[src/gbd_pkg.sv]
// Package: shared constants, codes, controller states and command/status bundles.
package gbd_pkg;

  localparam int MAX_VERTICES_DEF = 1024;
  localparam int MAX_EDGES_DEF    = 8192;

  localparam int OP_W     = 2;
  localparam int NB_W     = 10;
  localparam int STATUS_W = 2;
  localparam int CID_W    = 10;
  localparam int CNT_W    = 11;
  localparam int BETA_W   = 16;

  localparam logic [BETA_W-1:0] BETA_RST = 16'd256;

  localparam logic [OP_W-1:0] OP_ADD   = 2'd0;
  localparam logic [OP_W-1:0] OP_CLOSE = 2'd1;
  localparam logic [OP_W-1:0] OP_RUN   = 2'd2;
  localparam logic [OP_W-1:0] OP_QUERY = 2'd3;

  localparam logic [STATUS_W-1:0] ST_OK    = 2'd0;
  localparam logic [STATUS_W-1:0] ST_FULL  = 2'd1;
  localparam logic [STATUS_W-1:0] ST_NORUN = 2'd2;

  typedef enum logic [4:0] {
    S_IDLE, S_QRY, S_CLR, S_SEED_RD, S_SEED_CHK, S_CUR_RD, S_CUR_WT, S_LO,
    S_LO_WT, S_HI_WT, S_EDGE, S_NB_WT, S_VX_EVAL, S_LYR_END, S_MUL, S_CMP,
    S_FIX_RD, S_FIX_WT, S_DONE
  } st_t;

  typedef struct packed {
    logic load;
    logic qry;
    logic qry_out;
    logic run_start;
    logic clr_step;
    logic seed_rd;
    logic seed;
    logic s_inc;
    logic cur_wt;
    logic e_zero;
    logic ls_prev;
    logic lo_wt;
    logic hi_wt;
    logic nb_wt;
    logic vx_eval;
    logic k_inc;
    logic lyr_end;
    logic mul;
    logic cmp;
    logic fix_wt;
    logic next_layer;
    logic clus_end;
    logic done;
  } cmd_t;

  typedef struct packed {
    logic clr_end;
    logic s_end;
    logic seed_taken;
    logic k_cur_end;
    logic u_zero;
    logic e_end;
    logic x_oob;
    logic k_nxt_end;
    logic rej;
    logic nlen_zero;
    logic out_free;
  } sts_t;

endpackage

[src/gbd_ctrl.sv]
// Controller: sequences load, query and the ball-growing run.
module gbd_ctrl (
  input  logic                      clk,
  input  logic                      rst_n,
  input  logic                      in_valid,
  input  logic [gbd_pkg::OP_W-1:0]  in_op,
  output logic                      in_ready,
  input  gbd_pkg::sts_t             sts,
  output gbd_pkg::cmd_t             cmd
);

  gbd_pkg::st_t st_r, st_nxt;
  logic acc;

  assign in_ready = (st_r == gbd_pkg::S_IDLE) && sts.out_free;
  assign acc      = in_valid && in_ready;

  always_ff @(posedge clk) begin
    if (!rst_n) st_r <= gbd_pkg::S_IDLE;
    else        st_r <= st_nxt;
  end

  always_comb begin
    st_nxt = st_r;
    unique case (st_r)
      gbd_pkg::S_IDLE: begin
        if (acc) begin
          if (in_op == gbd_pkg::OP_QUERY)    st_nxt = gbd_pkg::S_QRY;
          else if (in_op == gbd_pkg::OP_RUN) st_nxt = gbd_pkg::S_CLR;
        end
      end
      gbd_pkg::S_QRY:      st_nxt = gbd_pkg::S_IDLE;
      gbd_pkg::S_CLR:      if (sts.clr_end) st_nxt = gbd_pkg::S_SEED_RD;
      gbd_pkg::S_SEED_RD:  st_nxt = sts.s_end ? gbd_pkg::S_DONE : gbd_pkg::S_SEED_CHK;
      gbd_pkg::S_SEED_CHK: st_nxt = sts.seed_taken ? gbd_pkg::S_SEED_RD : gbd_pkg::S_CUR_RD;
      gbd_pkg::S_CUR_RD:   st_nxt = sts.k_cur_end ? gbd_pkg::S_LYR_END : gbd_pkg::S_CUR_WT;
      gbd_pkg::S_CUR_WT:   st_nxt = gbd_pkg::S_LO;
      gbd_pkg::S_LO:       st_nxt = sts.u_zero ? gbd_pkg::S_HI_WT : gbd_pkg::S_LO_WT;
      gbd_pkg::S_LO_WT:    st_nxt = gbd_pkg::S_HI_WT;
      gbd_pkg::S_HI_WT:    st_nxt = gbd_pkg::S_EDGE;
      gbd_pkg::S_EDGE:     st_nxt = sts.e_end ? gbd_pkg::S_CUR_RD : gbd_pkg::S_NB_WT;
      gbd_pkg::S_NB_WT:    st_nxt = sts.x_oob ? gbd_pkg::S_EDGE : gbd_pkg::S_VX_EVAL;
      gbd_pkg::S_VX_EVAL:  st_nxt = gbd_pkg::S_EDGE;
      gbd_pkg::S_LYR_END:  st_nxt = gbd_pkg::S_MUL;
      gbd_pkg::S_MUL:      st_nxt = gbd_pkg::S_CMP;
      gbd_pkg::S_CMP:      st_nxt = gbd_pkg::S_FIX_RD;
      gbd_pkg::S_FIX_RD: begin
        if (!sts.k_nxt_end)                 st_nxt = gbd_pkg::S_FIX_WT;
        else if (sts.rej || sts.nlen_zero)  st_nxt = gbd_pkg::S_SEED_RD;
        else                                st_nxt = gbd_pkg::S_CUR_RD;
      end
      gbd_pkg::S_FIX_WT:   st_nxt = gbd_pkg::S_FIX_RD;
      gbd_pkg::S_DONE:     st_nxt = gbd_pkg::S_IDLE;
      default:             st_nxt = gbd_pkg::S_IDLE;
    endcase
  end

  always_comb begin
    cmd = '0;
    unique case (st_r)
      gbd_pkg::S_IDLE: begin
        if (acc) begin
          if (in_op == gbd_pkg::OP_QUERY)    cmd.qry = 1'b1;
          else if (in_op == gbd_pkg::OP_RUN) cmd.run_start = 1'b1;
          else                               cmd.load = 1'b1;
        end
      end
      gbd_pkg::S_QRY:      cmd.qry_out = 1'b1;
      gbd_pkg::S_CLR:      cmd.clr_step = !sts.clr_end;
      gbd_pkg::S_SEED_RD:  cmd.seed_rd = 1'b1;
      gbd_pkg::S_SEED_CHK: begin
        cmd.s_inc = sts.seed_taken;
        cmd.seed  = !sts.seed_taken;
      end
      gbd_pkg::S_CUR_RD:   ;
      gbd_pkg::S_CUR_WT:   cmd.cur_wt = 1'b1;
      gbd_pkg::S_LO: begin
        cmd.e_zero  = sts.u_zero;
        cmd.ls_prev = !sts.u_zero;
      end
      gbd_pkg::S_LO_WT:    cmd.lo_wt = 1'b1;
      gbd_pkg::S_HI_WT:    cmd.hi_wt = 1'b1;
      gbd_pkg::S_EDGE:     cmd.k_inc = sts.e_end;
      gbd_pkg::S_NB_WT:    cmd.nb_wt = 1'b1;
      gbd_pkg::S_VX_EVAL:  cmd.vx_eval = 1'b1;
      gbd_pkg::S_LYR_END:  cmd.lyr_end = 1'b1;
      gbd_pkg::S_MUL:      cmd.mul = 1'b1;
      gbd_pkg::S_CMP:      cmd.cmp = 1'b1;
      gbd_pkg::S_FIX_RD: begin
        if (sts.k_nxt_end) begin
          if (sts.rej || sts.nlen_zero) cmd.clus_end = 1'b1;
          else                          cmd.next_layer = 1'b1;
        end
      end
      gbd_pkg::S_FIX_WT:   cmd.fix_wt = 1'b1;
      gbd_pkg::S_DONE:     cmd.done = 1'b1;
      default:             ;
    endcase
  end

  assert property (@(posedge clk) disable iff (!rst_n)
    (st_r != gbd_pkg::S_IDLE) |-> !in_ready)
    else $error("request taken while busy");

  assert property (@(posedge clk) disable iff (!rst_n)
    (st_r == gbd_pkg::S_SEED_RD && sts.s_end) |=> (st_r == gbd_pkg::S_DONE))
    else $error("run did not finish after last seed");

  assert property (@(posedge clk) disable iff (!rst_n)
    $onehot0({cmd.load, cmd.qry, cmd.run_start}))
    else $error("more than one request kind started");

endmodule

[config.mk]
export PLATFORM = sky130hd
export DESIGN_NAME = gbd_ctrl
export DESIGN_NICKNAME = d
export VERILOG_FILES = /design/src/gbd_pkg.sv /design/src/gbd_ctrl.sv
export SDC_FILE = /design/constraint.sdc
export NUM_CORES = 1
export LEC_CHECK = 0
export ABC_CLOCK_PERIOD_IN_PS = 3000
export BUFFER_PORTS_ARGS = -buffer_cell sky130_fd_sc_hd__buf_2
export CAP_MARGIN = 30
export CORE_UTILIZATION = 35
export DETAILED_ROUTE_END_ITERATION = 6
export PLACE_DENSITY = 0.67
export SLEW_MARGIN = 20
export SYNTH_ARGS = -nofsm -noshare
export SYNTH_HDL_FRONTEND = slang
export SYNTH_SLANG_ARGS = --single-unit
[constraint.sdc]
create_clock -name clk -period 3 [get_ports clk]
set_input_delay 0.75 -clock clk [delete_from_list [all_inputs] [get_ports clk]]
set_output_delay 0.75 -clock clk [all_outputs]
set_load 0.01 [all_outputs]
After elaboration in Yosys (flattened, before gate mapping)
Cells that the tools add are included.

Bits in registers: 5. Bits of input ports: 16. Output and inout bits: 24. Logic and storage cells: 76.

Equal/unequal tests: 23. Muxes and demuxes: 42. Reductions and logical operators: 10.

Operators by type and width (number): case mux 5 bit (15 select lines) (1); equality test 5 x 4 -> 1 bit, second input constant (8); two-way mux 5 bit (6); two-way mux 1 bit (24); equality test 5 x 3 -> 1 bit, second input constant (4); equality test 5 bit, second input constant (3); two-way mux 2 bit (6); equality test 5 x 2 -> 1 bit, second input constant (2); two-way mux 3 bit (3); two-way mux 4 bit (2); equality test 5 x 1 -> 1 bit, second input constant (1); logical NOT 5 bit (1); equality test 2 bit, second input constant (2); inequality test 2 bit, second input constant (2); OR reduction 2 bit (2); logical NOT 1 bit (3); inequality test 3 x 1 -> 1 bit, second input constant (1); AND reduction 3 bit (1); logical AND 1 bit (2); logical OR 1 bit (1).

Logic depth before layout (Yosys ltp)
Gate-level depths: netlist of run 1.

Depth after elaboration: 5. Depth in mapped cells: 6. Gate-level depth less buffers: 4.

Worst setup path before layout of run 1
OpenSTA, ideal clock, no wires.

Path kind: register -> output. Start: register st_r[0]. End: output cmd[19] in the netlist's numbering. Arrival: 1.268 ns. Data required time: 2.250 ns. Path slack: 0.982 ns. Cell stages (with the launch flop): 5. Path buffers: 1. Cell sequence: dfxtp_1 > clkbuf_1 > nor3_1 > nand4_1 > nor3b_1.

RTL lines: start: declaration (RTL line gbd_ctrl.sv:12) `gbd_pkg::st_t st_r, st_nxt;`; start signal: assignment (RTL line gbd_ctrl.sv:19) `if (!rst_n) st_r <= gbd_pkg::S_IDLE;`; start signal: assignment (RTL line gbd_ctrl.sv:20) `else st_r <= st_nxt;`; end: declaration (RTL line gbd_ctrl.sv:9) `output gbd_pkg::cmd_t cmd`.

==> results of run 1 <==
## routing by layer
| metal | global-route usage, % | part of all wire, % | vias up |
|---|---|---|---|
| met5 | 0 | 0 | - |
| met2 | 36.29 | 47 | 45 |
| met3 | 3.571 | 6.6 | 4 |
| li1 | - | - | 461 |
| met4 | 11.76 | 1.6 | 0 |
| met1 | 25.53 | 44 | 413 |
## cells by family (layout without fill, tap and decap cells)
group,after synthesis,count (layout)
AOI/OAI and AO/OA,24,24
DFF,5,5
and+or+nand+nor,65,65
buffers and inverters,12,48
## power breakdown
part	internal (mW)	leakage, nW	total (mW)	switching, mW
logic	0.0210	0.394	0.0438	0.0228
clock network	0.0502	0.0150	0.0762	0.0260
registers	0.0677	0.0404	0.0715	0.00380
total	0.139	0.450	0.192	0.0526
## metrics by stage
step	cell area (um2)	power (mW)	setup WS, ps
finish	897.1	0.1915	514.4
global route	897.1	0.2101	398.1
CTS	897.1	0.1951	554.4
detailed placement	870.8	0.1158	811.6
global placement	870.8	0.1146	924.1
floorplan	671.9	0.09554	982.4
## final timing paths
check | startpoint | depth (start not counted) | slack [ps] | to
hold / removal | st_r[0] | 2 | 740 | st_r[0]
setup reg to reg | st_r[3] | 4 | 1270 | st_r[0]
setup / recovery | st_r[1] | 4 | 510 | cmd[19]
hold reg to reg | st_r[0] | 2 | 740 | st_r[0]
## placed cells by master, fill, tap and decap left out, drive strengths merged
| cell type | count |
|---|---|
| nor2b | 3 |
| a211oi | 1 |
| o21a | 1 |
| clkbuf | 4 |
| o22ai | 2 |
| o221ai | 1 |
| nor3 | 7 |
| and3 | 5 |
| inv | 4 |
| o211a | 1 |
| dfxtp | 5 |
| or2 | 1 |
| o311ai | 1 |
| nand4 | 1 |
| a31oi | 2 |
| o32ai | 1 |
| nor3b | 2 |
| or3 | 5 |
| a2bb2oi | 1 |
| nor2 | 19 |
| nand3 | 5 |
| buf | 40 |
| nand3b | 1 |
| a31o | 1 |
| and4b | 1 |
| nand2b | 5 |
| o21ai | 2 |
| o31a | 3 |
| nor4b | 1 |
| a21o | 1 |
| o211ai | 1 |
| a21boi | 1 |
| a21oi | 3 |
| or4 | 1 |
| nand2 | 7 |
| and2 | 1 |
| a21bo | 1 |
## layout make-up
| cell class | count | area, um2 | share of cell area, % |
|---|---|---|---|
| inverter | 4 | 15.01 | 1.674 |
| multi-input combinational | 89 | 521.8 | 58.16 |
| timing repair buffer | 40 | 202.7 | 22.59 |
| sequential | 5 | 100.1 | 11.16 |
| tap | 25 | 31.28 | 3.487 |
| clock buffer | 4 | 26.28 | 2.929 |
## worst max-delay path: cells and delay by family, from the launching register on
family,cells,cell delay [ps]
buffers and inverters,1,170
DFF,1,480
and+or+nand+nor,3,840
==> results.md, run 1 <==
* Status: finished, final reports clean
* Worst Skew at 0.2089 ps
* Post-DRT Antenna Nets at 0
* Synth Area in Compound Gates at 26.44%
* Nets at 159
* Ys async rst share at 0%
* Largest net degree at the start of global routing at 21
* Achievable clock frequency at 0.4023 GHz
* Top-area cell type share of the netlist area at 14.90%
* Synthesis Warnings at 0
* Leak at 0.4499 nW
* Final cell count without fillers at 167
* Syn nets at 122
* Seq cells post-synth at 5
* Post-DR wirelength/cell at 12.71 um
* Initial antenna violation count at 0
* # diodes at 0
* Final WL at 2122 um
* Hold Vio Cnt, Final at 0
* Setup CP Type: reg2out
* Share of layout cells above drive strength 1 at 32.39%
* Tmin final at 2486 ps
* Synth area leaders: dfxtp_1 15%, nor2_1 11%, nor3_1 5.2%
* Top Registers: st_r x5
* CTS tree: done
* Ports at 40
* Total of max-cap violations at 0
* DRC at 0
* Total track usage at 21.46%
* Final max-slew violation count at 0
* Synth top cells by count: 19 x nor2_1, 7 x nand2_1, 7 x nor3_1
* Placed cell count at 163
* Die area at 2099 um2
* Cts bufs inserted at 3
* Layout area overhead at 33.52%
* Postcts setup bufs at 0
* Fillers at 191
* Slowest CP cell: dfxtp_1
* Post-synthesis cell count at 106
* Yosys top cell by area: dfxtp_1
* Main combinational cell family by area after synthesis: simple AND/OR/NAND/NOR gates
* Post-synthesis mux area share at 0%
* Iter 0 DRT Violations at 13
* Top_reg_cell synth: dfxtp_1
* Hold Path Class: reg2reg
* Setup crit end kind: output pin
* Initial core utilization at 38.09%
* Reg with most FFs: st_r
* Max VDD drop at 0.0001596 V
* Slowest stage delay, CP at 480 ps
* PortBufs at 39
* Total negative slack at 0 ps
* Most frequent cell after synthesis: nor2_1
* Core footprint at 1764 um2
* Final hold slack at 745.0 ps
* H-tree depth at 1
* HPWL after detailed placement at 1653 um
* Post_cts resized at 0
* Critical Path RT at 2250 ps
* Via density at 5.527
* Utilization after layout at 50.85%
* Max clock buf depth at 2
* Clock Pin Slew Worst Setup and Hold Paths at 40 ps
* First-pass GRT wire length at 3229 um
* Gp weighted congestion at 0.8685
* Worst-path cell chain: nor3_1, nand4_1, nor3b_1, buf_2
* Synth Cell Area at 671.9 um2
* Worst-margin pin slew at 581.1 ps
* Final period util at 82.85%
* Cell variety after synth at 37
* Post-synth EDFFs at 0
* Simple-Gate Fraction of Synth Area at 51.21%
* Sink Count at 5
* Pwr dens at 213.5 nW/um2
* Worst Setup Start Kind: flop
* Die X at 45.82 um
* Seq/Total Area, Yosys at 14.90%
* Clk root buf: clkbuf_4
* Syn_area_per_cell at 6.339 um2
* RSZ-0062 raised after global routing: false
* Grt total ovfl at 0
* CP max FO at 20
* CTS Hold Bufs at 0
* Die height at 45.82 um
* Critical path arrival at 1740 ps
* Site Rows at 15
* Xor and xnor area share after synthesis at 0%
* Slew margin rel. at 61.20%
* DR vias at 923
* Max FFs per register at 5
* Vias in the first global route at 785
* Clk Latency, worst-skew pair at 240 ps
* DRT Pass-1 Iters at 4
* Synthesized-area fraction occupied by adder cells at 0%
* # setup viols final at 0
No activity file was read; power rests on OpenSTA's default activity.
==> inputs of run 2 (changes only) <==
--- a/config.mk
+++ b/config.mk
@@ -5,12 +5,13 @@
 export SDC_FILE = /design/constraint.sdc
 export NUM_CORES = 1
 export LEC_CHECK = 0
-export ABC_CLOCK_PERIOD_IN_PS = 3000
+export ABC_AREA = 1
+export ABC_CLOCK_PERIOD_IN_PS = 2600
 export BUFFER_PORTS_ARGS = -buffer_cell sky130_fd_sc_hd__buf_2
 export CAP_MARGIN = 30
 export CORE_UTILIZATION = 35
 export DETAILED_ROUTE_END_ITERATION = 6
-export PLACE_DENSITY = 0.67
+export PLACE_DENSITY = 0.66
 export SLEW_MARGIN = 20
 export SYNTH_ARGS = -nofsm -noshare
 export SYNTH_HDL_FRONTEND = slang
==> constraint.sdc (replaced) <==
create_clock -name clk -period 2.6 [get_ports clk]
set_input_delay 0.65 -clock clk [delete_from_list [all_inputs] [get_ports clk]]
set_output_delay 0.65 -clock clk [all_outputs]
set_load 0.01 [all_outputs]
==> results.md, run 2 <==
* Worst Hold End: st_r[4]
* Achievable clock frequency at 0.4320 GHz
* Ports at 40 (unchanged)
* Post_cts resized at 0 (unchanged)
* Via density at 4.706 (-15%)
* Synth top cells by count: 22 x nand2_1, 21 x inv_1, 19 x nor2_1
* Status: finished, final reports clean
* Sink Count at 5 (unchanged)
* Fillers at 198 (+3.7%)
* CTS tree: done
* DRT Pass-1 Iters at 4 (unchanged)
* Top Registers: st_r x5
* Hold Path Origin: rst_n
* Total negative slack at 0 ps (unchanged)
* Reg2reg end: st_r[2]
* Final Instance Area at 967.2 um2 (+7.8%)
* Hold Crit Depth at 3 (+1)
* CP max FO at 8 (-60%)
* Pwr dens at 283.1 nW/um2 (+33%)
* Clk Latency, worst-skew pair at 240 ps (about the same)
* Postcts setup bufs at 0 (unchanged)
* HPWL after detailed placement at 1719 um (+4.0%)
* Yosys top cell by area: dfxtp_1
* Net Sw Frac at 36.17% (+8.7 points)
* # setup viols final at 0 (unchanged)
* Critical Path RT at 1950 ps (-300 ps)
* Synthesis Warnings at 0 (unchanged)
* Syn nets at 135 (+11%)
* Leak at 0.5765 nW (+28%)
* H-tree depth at 1 (unchanged)
* Seq/Total Area, Yosys at 14.01% (-0.89 points)
* Reg2reg start: st_r[4]
* CTS Hold Bufs at 0 (unchanged)
* Total track usage at 19.29% (-2.2 points)
* Setup CP Type: reg2out
* Final WL at 1958 um (-7.7%)
* Top_reg_cell synth: dfxtp_1
* Vias in the first global route at 724 (-7.8%)
* Max FFs per register at 5 (unchanged)
* DRC at 0 (unchanged)
* Cts bufs inserted at 3 (unchanged)
* Sequential share of power at 30.5% (-6.8 points)
* Die area at 2226 um2 (+6.0%)
* Post-synth EDFFs at 0 (unchanged)
* PortBufs at 39 (unchanged)
* P_int at 174.8 uW (+26%)
* Sw Pwr at 99.04 uW (+88%)
* Critical path arrival at 1660 ps (-80 ps)
* Worst Skew at 3.578 ps (+3.369 ps)
* Post-synthesis cell count at 119 (+12%)
* Syn_area_per_cell at 6.004 um2 (-5.3%)
* R2R cell count at 9 (+5)
* Synth area leaders: dfxtp_1 14%, nand2_1 12%, inv_1 11%
* Commonest non-fill, non-tap cell in the layout: buf_2
* Grt total ovfl at 0 (unchanged)
* RSZ-0062 raised after global routing: false
* Tmin final at 2315 ps
* DR vias at 880 (-4.7%)
* Hold Vio Cnt, Final at 0 (unchanged)
* Combinational share of power at 36.6% (+14 points)
* Area of the multi-input gates at 510.5 um2 (-2.2%)
* Layout area overhead at 35.38%
* Cell variety after synth at 25 (-32%)
* Setup crit end kind: output pin
* Final hold slack at 646.1 ps (-98.90 ps)
* Die X at 47.18 um (+3.0%)
* Top-area cell type share of the netlist area at 14.01% (-0.89 points)
* Seq cells post-synth at 5 (unchanged)
* Total of max-cap violations at 0 (unchanged)
* Core footprint at 1821 um2 (+3.2%)
* Share of layout cells above drive strength 1 at 43.83% (+11 points)
* Max clock buf depth at 2 (unchanged)
* Largest net degree at the start of global routing at 11 (-48%)
* Nets at 179 (+13%)
* Post-DR wirelength/cell at 10.47 um (-18%)
* Initial core utilization at 39.24% (+1.2 points)
* Post-DRT Antenna Nets at 0 (unchanged)
* Cell Area, Placed at 940.9 um2 (+8.0%)
* Worst Setup Start Kind: flop
* Worst reg2reg setup slack at 1160 ps (-110 ps)
* Worst-margin pin slew at 394.5 ps (-186.6 ps)
* Initial antenna violation count at 0 (unchanged)
* Gp weighted congestion at 0.8624 (-0.70%)
* Ys async rst share at 0% (unchanged)
* Most frequent cell after synthesis: nand2_1
* Final period util at 89.02%
* Hold Path Class: in2reg
* Site Rows at 15 (unchanged)
* Final max-slew violation count at 0 (unchanged)
* # diodes at 0 (unchanged)
* FF/Latch Area at 100.1 um2 (unchanged)
* Synth Cell Area at 714.4 um2 (+6.3%)
* Slew margin rel. at 73.66% (+12 points)
* Die height at 47.18 um (+3.0%)
* Clk root buf: clkbuf_4
* Most frequent cells in the layout: 39 x buf_2, 22 x nand2_1, 21 x inv_1
* First-pass GRT wire length at 2973 um (-7.9%)
* Iter 0 DRT Violations at 18 (+5)
* Clock Pin Slew Worst Setup and Hold Paths at 40 ps (about the same)
* Clock Power Share at 32.9% (-6.9 points)
* Max VDD drop at 0.0001984 V (+24%)
* Reg with most FFs: st_r
[run 2: changes by cell type after synthesis, sizes merged, moves of 3 or more]
cell	change
nor2	+11
nor2b	-3
o31a	-3
and3	-5
clkbuf	-4
nor3	-3
nand3	+8
buf	-4
nand2b	-5
inv	+23
nand2	+18
or3	-5
[run 2: metal layers]
layer / wire length [um] / track usage, % / share of wire (%)
met1: 943 / 25.45 / 48
met2: 892 / 30.28 / 46
met3: 86 / 2.692 / 4.4
met4: 36 / 10.29 / 1.8
met5: 0 / 0 / 0
[run 2: metrics by stage]
| stage | util, % | setup WS (ps) | std cells | total power [mW] |
|---|---|---|---|---|
| finish | 53.13 | 285.4 | 187 | 0.2738 |
| global route | 53.13 | 168.5 | 187 | 0.2918 |
| CTS | 53.13 | 272.3 | 187 | 0.2753 |
| detailed placement | 51.68 | 538.0 | 183 | 0.1849 |
| global placement | 51.68 | 564.8 | 183 | 0.1832 |
| floorplan | - | 640.1 | 119 | 0.1521 |
[run 2: kinds of logic after synthesis]
| group | Yosys count | share of synthesized area [%] |
|---|---|---|
| compound gates | 8 | 8.230 |
| buf+inv | 27 | 14.54 |
| flops | 5 | 14.01 |
| simple gates | 79 | 63.22 |
[run 2: cell type report]
cell class | instances | share of cell area (%)
Multi-Input combinational cell | 87 | 52.78
Timing Repair Buffer | 39 | 20.18
Inverter | 27 | 10.74
Sequential cell | 5 | 10.35
Tap cell | 25 | 3.234
Clock buffer | 4 | 2.717
[run 2: worst max-delay path by stage]
stage,startpoint,to,slack (ps),depth (start not counted)
2_1_floorplan,st_r[3],cmd[19],640,7
3_3_place_gp,sts[1],cmd[2],560,4
4_1_cts,st_r[3],cmd[19],270,8
6_report,st_r[3],cmd[19],290,8
5_1_grt,st_r[3],cmd[19],170,8
3_5_place_dp,st_r[3],cmd[19],540,8
[run 2: critical path, stage by stage, from the launching register on]
cell	delay [ps]
dfxtp_1	410
nor2_4	260
nand2_2	80
nor2_2	150
inv_2	80
nor2_4	90
nand2_2	70
nor4_2	120
buf_2	160
[run 2: power groups by stage]
stage / Sequential, mW / Combinational (mW) / Clock (mW)
after floorplan: 0.0844 / 0.0677 / 0
after global placement: 0.0848 / 0.0983 / 0
after detailed placement: 0.0848 / 0.100 / 0
after CTS: 0.0835 / 0.100 / 0.0914
after global routing: 0.0839 / 0.111 / 0.0966
final: 0.0836 / 0.100 / 0.0900
